==> src/hw/rtl/hwfk_pkg.sv <==
// hwfk_pkg: types, code constants and the halfwidth kana table used by the
// halfwidth to fullwidth kana converter. No dependencies.
`default_nettype none

package hwfk_pkg;

  // code unit constants
  localparam logic [15:0] HW_BASE     = 16'hff60;
  localparam logic [15:0] HW_MASK     = 16'hffe0;
  localparam logic [15:0] HW_BASE_HI  = 16'hff80;
  localparam logic [15:0] VOICED_MARK = 16'hff9e;
  localparam logic [15:0] SEMI_MARK   = 16'hff9f;
  localparam logic [15:0] KA_FIRST    = 16'hff76;
  localparam logic [15:0] TO_LAST     = 16'hff84;
  localparam logic [15:0] HA_FIRST    = 16'hff8a;
  localparam logic [15:0] HO_LAST     = 16'hff8e;

  // one result unit
  typedef struct packed {
    logic [15:0] code;
    logic        last;
  } hwfk_entry_t;

  // results caused by one input transfer, packed from r0
  typedef struct packed {
    logic [1:0]  num;
    hwfk_entry_t r0;
    hwfk_entry_t r1;
  } hwfk_res_t;

  // fixed halfwidth to fullwidth table, indexed by (unit - 0xff60) mod 64
  function automatic logic [15:0] kana_lookup(input logic [5:0] idx);
    logic [15:0] v;
    unique case (idx)
      6'd0:  v = 16'hff60;  6'd1:  v = 16'h3002;  6'd2:  v = 16'h300c;
      6'd3:  v = 16'h300d;  6'd4:  v = 16'h3001;  6'd5:  v = 16'h30fb;
      6'd6:  v = 16'h30f2;  6'd7:  v = 16'h30a1;  6'd8:  v = 16'h30a3;
      6'd9:  v = 16'h30a5;  6'd10: v = 16'h30a7;  6'd11: v = 16'h30a9;
      6'd12: v = 16'h30e3;  6'd13: v = 16'h30e5;  6'd14: v = 16'h30e7;
      6'd15: v = 16'h30c3;  6'd16: v = 16'h30fc;  6'd17: v = 16'h30a2;
      6'd18: v = 16'h30a4;  6'd19: v = 16'h30a6;  6'd20: v = 16'h30a8;
      6'd21: v = 16'h30aa;  6'd22: v = 16'h30ab;  6'd23: v = 16'h30ad;
      6'd24: v = 16'h30af;  6'd25: v = 16'h30b1;  6'd26: v = 16'h30b3;
      6'd27: v = 16'h30b5;  6'd28: v = 16'h30b7;  6'd29: v = 16'h30b9;
      6'd30: v = 16'h30bb;  6'd31: v = 16'h30bd;  6'd32: v = 16'h30bf;
      6'd33: v = 16'h30c1;  6'd34: v = 16'h30c4;  6'd35: v = 16'h30c6;
      6'd36: v = 16'h30c8;  6'd37: v = 16'h30ca;  6'd38: v = 16'h30cb;
      6'd39: v = 16'h30cc;  6'd40: v = 16'h30cd;  6'd41: v = 16'h30ce;
      6'd42: v = 16'h30cf;  6'd43: v = 16'h30d2;  6'd44: v = 16'h30d5;
      6'd45: v = 16'h30d8;  6'd46: v = 16'h30db;  6'd47: v = 16'h30de;
      6'd48: v = 16'h30df;  6'd49: v = 16'h30e0;  6'd50: v = 16'h30e1;
      6'd51: v = 16'h30e2;  6'd52: v = 16'h30e4;  6'd53: v = 16'h30e6;
      6'd54: v = 16'h30e8;  6'd55: v = 16'h30e9;  6'd56: v = 16'h30ea;
      6'd57: v = 16'h30eb;  6'd58: v = 16'h30ec;  6'd59: v = 16'h30ed;
      6'd60: v = 16'h30ef;  6'd61: v = 16'h30f3;  6'd62: v = 16'h309b;
      default: v = 16'h309c;
    endcase
    return v;
  endfunction

  // map one unit: halfwidth block goes through the table, all else passes
  function automatic logic [15:0] convert_unit(input logic [15:0] u);
    logic [15:0] d;
    logic        hw;
    d  = u - HW_BASE;
    hw = ((u & HW_MASK) == HW_BASE) || ((u & HW_MASK) == HW_BASE_HI);
    return hw ? kana_lookup(d[5:0]) : u;
  endfunction

endpackage

`default_nettype wire

==> src/hw/rtl/halfwidth_to_fullwidth_kana.sv <==
// halfwidth_to_fullwidth_kana: top level of the halfwidth to fullwidth kana
// converter; holds the lookahead unit, uses hwfk_conv, hwfk_outq, hwfk_pkg.
//
//   channel | ports                               | direction
//   input   | in_valid in_stall in_code_unit      | in  (in_stall out)
//           | in_end_of_text                      |
//   result  | out_valid out_stall out_code        | out (out_stall in)
//           | out_last                            |
//
// one input transfer per cycle unless in_stall; its results enter the queue
// at that edge and the first can leave on the next cycle, one result per
// cycle after that unless out_stall. a transfer may cause two results (held
// unit plus end of text), so the rate is set by the single output port of
// the three-slot result queue. in_stall rises while two or more results wait
// in the queue. synchronous reset empties the queue and drops any held unit.
`default_nettype none

module halfwidth_to_fullwidth_kana import hwfk_pkg::*; (
  input  wire logic        clk,
  input  wire logic        rst_n,
  input  wire logic        in_valid,
  output logic             in_stall,
  input  wire logic [15:0] in_code_unit,
  input  wire logic        in_end_of_text,
  output logic             out_valid,
  input  wire logic        out_stall,
  output logic [15:0]      out_code,
  output logic             out_last
);

  logic        held_valid_r;
  logic        held_valid_nxt;
  logic [15:0] held_unit_r;
  logic [15:0] held_unit_nxt;
  logic        space;
  logic        in_xfer;
  hwfk_res_t   res;

  assign in_stall = !space;
  assign in_xfer  = in_valid && !in_stall;

  // conversion against the held unit
  hwfk_conv u_conv (
    .held_valid     (held_valid_r),
    .held_unit      (held_unit_r),
    .code_unit      (in_code_unit),
    .end_of_text    (in_end_of_text),
    .res            (res),
    .held_valid_nxt (held_valid_nxt),
    .held_unit_nxt  (held_unit_nxt)
  );

  // result queue
  hwfk_outq u_outq (
    .clk       (clk),
    .rst_n     (rst_n),
    .push      (in_xfer),
    .res       (res),
    .space     (space),
    .out_valid (out_valid),
    .out_stall (out_stall),
    .out_code  (out_code),
    .out_last  (out_last)
  );

  // lookahead state
  always_ff @(posedge clk) begin
    if (!rst_n) begin
      held_valid_r <= 1'b0;
      held_unit_r  <= '0;
    end else if (in_xfer) begin
      held_valid_r <= held_valid_nxt;
      held_unit_r  <= held_unit_nxt;
    end
  end

  a_eot_clears_held: assert property (@(posedge clk) disable iff (!rst_n)
    in_xfer && in_end_of_text |=> !held_valid_r)
    else $error("unit still held after end of text");

  // with nothing held, a unit that is not the last one becomes the lookahead
  a_unit_held: assert property (@(posedge clk) disable iff (!rst_n)
    in_xfer && !in_end_of_text && !held_valid_r |=>
      held_valid_r && held_unit_r == $past(in_code_unit))
    else $error("accepted unit not held as lookahead");

  a_result_on_held: assert property (@(posedge clk) disable iff (!rst_n)
    in_xfer && held_valid_r |=> out_valid)
    else $error("held unit released without a result");

endmodule

`default_nettype wire

==> src/hw/rtl/hwfk_conv.sv <==
// hwfk_conv: one-pass conversion of the incoming unit against the held unit.
// Produces up to two results and the next lookahead state. Uses hwfk_pkg.
`default_nettype none

module hwfk_conv import hwfk_pkg::*; (
  input  wire logic        held_valid,
  input  wire logic [15:0] held_unit,
  input  wire logic [15:0] code_unit,
  input  wire logic        end_of_text,
  output hwfk_res_t        res,
  output logic             held_valid_nxt,
  output logic [15:0]      held_unit_nxt
);

  logic        takes_voiced;
  logic        takes_semi;
  logic        merge_voiced;
  logic        merge_semi;
  logic [15:0] held_conv;
  logic [15:0] cur_conv;
  logic [15:0] merged;

  // merge candidates for the held unit
  assign takes_semi   = (held_unit >= HA_FIRST) && (held_unit <= HO_LAST);
  assign takes_voiced = ((held_unit >= KA_FIRST) && (held_unit <= TO_LAST)) || takes_semi;
  assign merge_voiced = held_valid && (code_unit == VOICED_MARK) && takes_voiced;
  assign merge_semi   = held_valid && (code_unit == SEMI_MARK) && takes_semi;

  assign held_conv = convert_unit(held_unit);
  assign cur_conv  = convert_unit(code_unit);
  assign merged    = held_conv + (merge_semi ? 16'd2 : 16'd1);

  // result list and next held state
  always_comb begin
    res            = '0;
    held_valid_nxt = 1'b0;
    held_unit_nxt  = '0;
    if (merge_voiced || merge_semi) begin
      res.num     = 2'd1;
      res.r0.code = merged;
      res.r0.last = end_of_text;
    end else if (held_valid) begin
      res.r0.code = held_conv;
      res.r0.last = 1'b0;
      if (end_of_text) begin
        res.num     = 2'd2;
        res.r1.code = cur_conv;
        res.r1.last = 1'b1;
      end else begin
        res.num        = 2'd1;
        held_valid_nxt = 1'b1;
        held_unit_nxt  = code_unit;
      end
    end else if (end_of_text) begin
      res.num     = 2'd1;
      res.r0.code = cur_conv;
      res.r0.last = 1'b1;
    end else begin
      held_valid_nxt = 1'b1;
      held_unit_nxt  = code_unit;
    end
  end

endmodule

`default_nettype wire

==> src/hw/rtl/hwfk_outq.sv <==
// hwfk_outq: three-slot shifting result queue that takes up to two results
// per transfer and delivers one per transfer. Uses hwfk_pkg.
`default_nettype none

module hwfk_outq import hwfk_pkg::*; (
  input  wire logic        clk,
  input  wire logic        rst_n,
  input  wire logic        push,
  input  hwfk_res_t        res,
  output logic             space,
  output logic             out_valid,
  input  wire logic        out_stall,
  output logic [15:0]      out_code,
  output logic             out_last
);

  localparam int Slots = 3;

  hwfk_entry_t slot_r   [Slots];
  hwfk_entry_t slot_nxt [Slots];
  logic [1:0]  count_r;
  logic [1:0]  count_nxt;
  logic [1:0]  base;
  logic        pop;

  assign pop       = out_valid && !out_stall;
  assign space     = (count_r <= 2'd1);
  assign out_valid = (count_r != 2'd0);
  assign out_code  = slot_r[0].code;
  assign out_last  = slot_r[0].last;
  assign base      = count_r - {1'b0, pop};

  // shift on pop, then place new results behind what remains
  always_comb begin
    for (int i = 0; i < Slots; i++) begin
      slot_nxt[i] = slot_r[i];
      if (pop && (i < Slots - 1)) begin
        slot_nxt[i] = slot_r[i + 1];
      end
      if (push && (res.num != 2'd0) && (2'(i) == base)) begin
        slot_nxt[i] = res.r0;
      end
      if (push && (res.num == 2'd2) && (2'(i) == base + 2'd1)) begin
        slot_nxt[i] = res.r1;
      end
    end
    count_nxt = base + (push ? res.num : 2'd0);
  end

  // occupancy
  always_ff @(posedge clk) begin
    if (!rst_n) begin
      count_r <= '0;
    end else begin
      count_r <= count_nxt;
    end
  end

  // slot payload
  always_ff @(posedge clk) begin
    for (int i = 0; i < Slots; i++) begin
      slot_r[i] <= slot_nxt[i];
    end
  end

  a_count_bound: assert property (@(posedge clk) disable iff (!rst_n)
    count_r != 2'd0 || !out_valid)
    else $error("queue shows a result while empty");

  a_no_push_when_full: assert property (@(posedge clk) disable iff (!rst_n)
    push |-> count_r <= 2'd1)
    else $error("push into queue without room for two results");

  a_keep_when_stalled: assert property (@(posedge clk) disable iff (!rst_n)
    out_valid && out_stall |=> out_valid)
    else $error("stalled result dropped from queue");

endmodule

`default_nettype wire

==> config.mk <==
export PLATFORM = sky130hd
export DESIGN_NAME = halfwidth_to_fullwidth_kana
export DESIGN_NICKNAME = d
export VERILOG_FILES = /design/src/hw/rtl/hwfk_pkg.sv /design/src/hw/rtl/halfwidth_to_fullwidth_kana.sv /design/src/hw/rtl/hwfk_conv.sv /design/src/hw/rtl/hwfk_outq.sv
export SDC_FILE = /design/constraint.sdc
export NUM_CORES = 1
export LEC_CHECK = 0
export BUFFER_PORTS_ARGS = -buffer_cell sky130_fd_sc_hd__buf_2
export CORE_MARGIN = 2
export CORE_UTILIZATION = 40
export DETAILED_ROUTE_END_ITERATION = 8
export GPL_TIMING_DRIVEN = 0
export SLEW_MARGIN = 30
export SYNTH_ARGS = -nofsm -noshare
export SYNTH_HDL_FRONTEND = slang
export SYNTH_SLANG_ARGS = --single-unit
export TNS_END_PERCENT = 50
==> constraint.sdc <==
create_clock -name clk -period 8.5 [get_ports clk]
set_input_delay 0.425 -clock clk [delete_from_list [all_inputs] [get_ports clk]]
set_output_delay 0.425 -clock clk [all_outputs]
set_load 0.02 [all_outputs]
==> results.tsv, run 1 <==
metric	value	unit
Synth area leaders	edfxtp_1, dfxtp_1, ha_1, a21oi_1, nand2_1	
commonest non-fill, non-tap cell in the layout	nand2_1	
FFs w/ async S/R, synth	0	%
crit path cell chain	buf_2 -> inv_1 -> ha_1 -> o21bai_1 -> a221oi_1 -> a2111oi_0 -> o31ai_1 -> ha_1 -> fa_1 -> and3_1 -> a41oi_1 -> nor2_1 -> a41oi_1 -> a21o_1 -> o21ai_0	
maximum fanout along the worst path	10	
Synth Net Count	749	
routed length per instance	19.04	um
syn avg cell area	8.478	um^2
Hold WC Path Type	in2reg	
area grow syn2layout	12.35	%
# DRC	0	
Clock Latency Late Sink	340	ps
post-synth top area cell	edfxtp_1	
H-tree levels	3	
Post-synth EDFFs	51	
diode count	0	
largest net degree at the start of global routing	18	
Tcrit/Tclk final	48.98	%
fraction of layout cells with a size suffix above 1	18.40	%
row count	44	
via count	5641	
Final min period	4163	ps
final setup fails	0	
die area	0.01594	mm^2
GRT Resource Usage Total	22.92	%
# clock sinks	70	
Slew @ Worst Pin	783.3	ps
Startpoint Class	register	
net count reported at finish	800	
final hold viol count	0	
Root Buffer	clkbuf_16	
synth warn	0	
Rel. slew slack	47.64	%
CTS Hold Buffers Added	0	
Num CTS Buffers	9	
hpwl dp	13890	um
Crit path arrival time	4240	ps
DR iter-0 viols	449	
Longest Clk Path Bufs	2	
chip height	126.2	um
leakage	2.483	nW
top_reg_cell synth	edfxtp_1	
Die Width	126.2	um
Setup Skew	7.237	ps
antenna-violating nets left	0	
most frequent cells in the layout	nand2_1, buf_2, a21oi_1	
status	finished, final reports clean	
vias per cell	5.969	
io pins	40	
I/O Buffers	39	
post-synthesis cell count	705	
Synth cell types	81	
fmax	240.2	MHz
total power	1.421	mW
final wirelength	17990	um
Core Footprint	0.01459	mm^2
crit-path max cell delay	460	ps
post-CTS sizing	0	
CP required	8580	ps
Synth top area share	25.62	%
RSZ-0062 raised after global routing	no	
fin. max-slew vios	0	
Max Cap Viol	0	
Worst setup EP type	register	
setup TNS	0	ps
peak supply drop	0.09622	mV
Clock Pin Slew Worst Setup and Hold Paths	60	ps
Seq/Total Area, Yosys	31.99	%
detailed-router iteration count before antenna repair	5	
power per standard cell area	211.7	mW/mm^2
initial antenna violation count	0	
Crit Path Category	reg2reg	
Worst path slowest cell	a41oi_1	
global-route wire length before repair	29290	um
Final Wtd Congestion	0.9413	
Seq cells post-synth	70	
starting density of the core	40.97	%
vias in the first global route	5357	
cell area after synthesis	0.005977	mm^2
number of setup buffers added after CTS	0	
GRT overflow	0	
CTS tree	yes	
==> synth_stat cells (5+ instances only) <==
master,instances
nand2_1,68
a21oi_1,53
edfxtp_1,51
nor2_1,50
o21ai_0,38
buf_4,27
o211ai_1,27
nor2b_1,25
buf_2,23
clkbuf_1,23
ha_1,22
a22oi_1,20
dfxtp_1,19
inv_1,17
nand3_1,16
o21ai_1,13
mux2i_1,12
nand2b_1,11
and3_1,10
a31oi_1,9
nor3_1,8
o22ai_1,8
a21o_1,7
and2_1,7
nand3b_1,7
xnor2_1,7
a211oi_1,6
a2bb2oi_1,6
buf_6,6
a211o_1,5
o2111ai_1,5
o31ai_1,5
==> registers in the layout, summed over array words and instances, names as in the netlist <==
name / count
held_unit_r: 16
u_outq.slot_r: 51
u_outq.count_r: 2
held_valid_r: 1
==> power breakdown <==
part	switching [mW]	internal [mW]	total [mW]
Combinational	0.326	0.206	0.533
Sequential	0.0235	0.481	0.505
Clock	0.156	0.228	0.384
==> routing by layer <==
| metal | wire length [um] | track usage [%] |
|---|---|---|
| met1 | 7833 | 29.74 |
| met4 | 393 | 7.046 |
| met5 | 0 | 0 |
| met2 | 8803 | 39.53 |
| met3 | 959 | 3.314 |
==> area by class of cell <==
type,count,area [um^2]
Buffer,81,479.2
Clock buffer,9,225.2
Clock inverter,7,72.57
Fill cell,1419,7874
Inverter,18,67.56
Multi-Input combinational cell,536,3522
Sequential cell,70,1912
Tap cell,184,230.2
Timing Repair Buffer,40,206.4
==> through the flow <==
step | utilization, % | instances | hold slack (ps) | area (um^2) | setup slack (ps)
floorplan | - | 705 | 514.9 | 5977 | 5041
global placement | 43.89 | 928 | 540.6 | 6402 | 4341
detailed placement | 43.99 | 929 | 547.6 | 6417 | 4374
CTS | 46.03 | 945 | 410.9 | 6715 | 4366
global route | 46.03 | 945 | 422.3 | 6715 | 3988
finish | 46.03 | 945 | 416.4 | 6715 | 4337
==> final timing paths <==
| check | start | to | slack, ps | cells after the start |
|---|---|---|---|---|
| max | held_unit_r[0] | u_outq.slot_r[0][26] | 4340 | 15 |
| min | rst_n | held_unit_r[9] | 420 | 2 |
| max reg2reg | held_unit_r[0] | u_outq.slot_r[0][26] | 4340 | 15 |
| min reg2reg | u_outq.slot_r[0][36] | u_outq.slot_r[0][19] | 560 | 2 |
==> critical path: cells and delay by family, from the launching register on <==
kind	cells	cell delay [ps]
AND/OR/NAND/NOR	2	270
buffers and inverters	2	400
adder cells (fa/ha/maj)	3	920
AO/OA/AOI/OAI	8	1860
flip-flops	1	450
==> cell families (layout without fill, tap and decap cells) <==
family / Yosys count / count (layout) / share of synthesized area [%]
DFF: 70 / 70 / 31.99
muxes: 16 / 16 / 2.952
adders and majority gates: 23 / 23 / 4.940
buffers and inverters: 99 / 155 / 9.148
and+or+nand+nor: 234 / 234 / 19.97
xor gates and xnor gates: 11 / 11 / 1.612
AOI/OAI and AO/OA: 252 / 252 / 29.39
(Power assumes the default switching activity.)
==> run 2, diff against run 1 <==
==> constraint.sdc (replaced) <==
create_clock -name clk -period 4.05 [get_ports clk]
set_input_delay 0.2025 -clock clk [delete_from_list [all_inputs] [get_ports clk]]
set_output_delay 0.2025 -clock clk [all_outputs]
set_load 0.02 [all_outputs]
==> run 2 against run 1 <==
Combinational power grew 110%. Hold slack lost 230 ps. Clock power grew 110%. Fmax grew 9.2%. Flip-flop and latch count is the same. Non-clock buffer count shrank 1. Power grew 110%. Setup slack lost 4100 ps. Wire length grew 0.36%. Utilization grew 0.18 points. Register-to-register slack lost 4100 ps.
==> results.tsv, run 2 (synthesis gave the netlist of run 1 again) <==
metric	value	unit	change
status	finished, final reports clean		unchanged
Multi-input gate area	0.003550	mm^2	was 0.003522 mm^2
Crit Path Category	reg2reg		unchanged
crit-path max cell delay	480	ps	was 460 ps
DR iter-0 viols	476		was 449
hpwl dp	13890	um	unchanged
I/O Buffers	39		unchanged
Final min period	3814	ps	was 4163 ps
chip height	126.2	um	unchanged
Worst path slowest cell	ha_1		was a41oi_1
Die Width	126.2	um	unchanged
FILL cells	1412		was 1419
worst hold slack	190.7	ps	was 416.4 ps
global-route wire length before repair	29340	um	was 29290 um
Num CTS Buffers	9		unchanged
CTS tree	yes		unchanged
antenna-violating nets left	0		unchanged
Regs by FF count	u_outq.slot_r x51, held_unit_r x16, u_outq.count_r x2		unchanged
maximum fanout along the worst path	10		unchanged
net count reported at finish	799		was 800
# clock sinks	70		unchanged
# DRC	0		unchanged
fmax	262.2	MHz	was 240.2 MHz
met3 routed WL	1073	um	was 959 um
GRT overflow	0		unchanged
vias in the first global route	5367		was 5357
leakage	2.481	nW	was 2.483 nW
Root Buffer	clkbuf_16		unchanged
RSZ-0062 raised after global routing	no		unchanged
via count	5632		was 5641
FF-to-FF path depth	14		was 15
Rel. slew slack	48.25	%	was 47.64%
Startpoint Class	register		unchanged
vias per cell	5.966		was 5.969
most frequent cells in the layout	nand2_1, buf_2, a21oi_1		unchanged
Worst setup EP type	register		unchanged
Final Wtd Congestion	0.9413		unchanged
commonest non-fill, non-tap cell in the layout	nand2_1		unchanged
Top Layer Used	met4		unchanged
WHS Path Cells	2		unchanged
diode count	0		unchanged
row count	44		unchanged
H-tree levels	3		unchanged
Clock Pin Slew Worst Setup and Hold Paths	60	ps	about the same
final wirelength	18060	um	was 17990 um
Slew @ Worst Pin	774.0	ps	was 783.3 ps
Longest Clk Path Bufs	2		unchanged
Core Footprint	0.01459	mm^2	unchanged
number of setup buffers added after CTS	0		unchanged
Util after Layout	46.21	%	was 46.03%
Setup Skew	5.594	ps	was 7.237 ps
Largest Register	u_outq.slot_r		unchanged
met2 WL	8793	um	was 8803 um
initial antenna violation count	0		unchanged
Register Area	0.001912	mm^2	unchanged
CP required	4120	ps	was 8580 ps
crit path cell chain	clkbuf_4 -> inv_1 -> ha_1 -> o21ai_0 -> a211oi_1 -> a21oi_1 -> a221oi_2 -> fa_1 -> and3_1 -> a41oi_2 -> or2_1 -> xor2_1 -> a22oi_1 -> o21ai_0		was buf_2 -> inv_1 -> ha_1 -> o21bai_1 -> a221oi_1 -> a2111oi_0 -> o31ai_1 -> ha_1 -> fa_1 -> and3_1 -> a41oi_1 -> nor2_1 -> a41oi_1 -> a21o_1 -> o21ai_0
Clock Latency Late Sink	340	ps	about the same
GRT Resource Usage Total	22.96	%	was 22.92%
largest net degree at the start of global routing	18		unchanged
starting density of the core	40.97	%	unchanged
M1 wire length	7792	um	was 7833 um
Max Cap Viol	0		unchanged
io pins	40		unchanged
Most common cell on crit path	o21ai_0		
fraction of layout cells with a size suffix above 1	18.95	%	was 18.40%
final hold viol count	0		unchanged
fin. max-slew vios	0		unchanged
Hold WC Path Type	in2reg		unchanged
final setup fails	0		unchanged
max FFs per register	51		unchanged
Tcrit/Tclk final	94.16	%	was 48.98%
area grow syn2layout	12.79	%	was 12.35%
peak supply drop	0.2028	mV	was 0.09622 mV
detailed-router iteration count before antenna repair	5		unchanged
routed length per instance	19.13	um	was 19.04 um
die area	0.01594	mm^2	unchanged
Crit path arrival time	3890	ps	was 4240 ps
power per standard cell area	442.5	mW/mm^2	was 211.7 mW/mm^2
==> run 2: cell types whose count changed in the layout (fill, tap and decap cells not counted) <==
cell | previous run | this run
a2111oi_2 | 0 | 1
clkbuf_4 | 0 | 1
a221oi_1 | 3 | 2
buf_2 | 62 | 61
a41oi_1 | 4 | 2
a221oi_2 | 0 | 1
a2111oi_0 | 1 | 0
clkbuf_1 | 23 | 22
a41oi_2 | 0 | 2
==> run 2: report_power, final <==
part	switching [mW]	internal, mW
Sequential	0.0493	1.01
Combinational	0.685	0.435
Clock	0.327	0.478
==> run 2: stage by stage <==
step / setup TNS [ps] / worst slack, ps / instance area (um^2) / total power [mW] / std cells
final: 0 / 236.3 / 6741 / 2.983 / 944
after global routing: 0 / 38.26 / 6741 / 3.161 / 944
after CTS: 0 / 64.61 / 6729 / 2.997 / 945
after detailed placement: -319.6 / -76.45 / 6417 / 2.189 / 929
after global placement: -595.1 / -109.5 / 6402 / 2.159 / 928
after floorplan: 0 / 591.3 / 5977 / 1.893 / 705
==> run 2: path summary, 6_finish.rpt <==
check	from	endpoint	slack, ps
max reg2reg	held_unit_r[0]	u_outq.slot_r[0][39]	240
min	rst_n	held_unit_r[9]	190
max	held_unit_r[0]	u_outq.slot_r[0][39]	240
min reg2reg	u_outq.slot_r[0][36]	u_outq.slot_r[0][19]	560
==> run 2: area by class of cell <==
| cell class | instances | area share, % |
|---|---|---|
| Multi-Input combinational cell | 536 | 52.65 |
| Timing Repair Buffer | 40 | 3.062 |
| Tap cell | 184 | 3.415 |
| Clock inverter | 7 | 1.076 |
| Sequential cell | 70 | 28.36 |
| Buffer | 80 | 7.090 |
| Inverter | 18 | 1.002 |
| Clock buffer | 9 | 3.341 |
==> run 2: worst max-delay path: cells and delay by family, from the launching register on <==
family | cells | cell delay (ps)
compound gates | 7 | 1290
xor+xnor | 1 | 160
fa+ha+maj | 2 | 800
buf+inv | 2 | 380
flops | 1 | 460
simple gates | 2 | 480
==> run 2: layer usage <==
| metal | up-vias | track usage [%] |
|---|---|---|
| met4 | 0 | 7.046 |
| met5 | - | 0 |
| met3 | 25 | 3.314 |
| met2 | 228 | 39.56 |
| li1 | 2711 | - |
| met1 | 2668 | 29.82 |
==> run 2: repair_timing <==
action | in CTS | in global routing
hold buffers | 0 | 0
pin swaps | 0 | 1
resized for setup | 2 | 4
setup endpoints to repair | 9 | 15
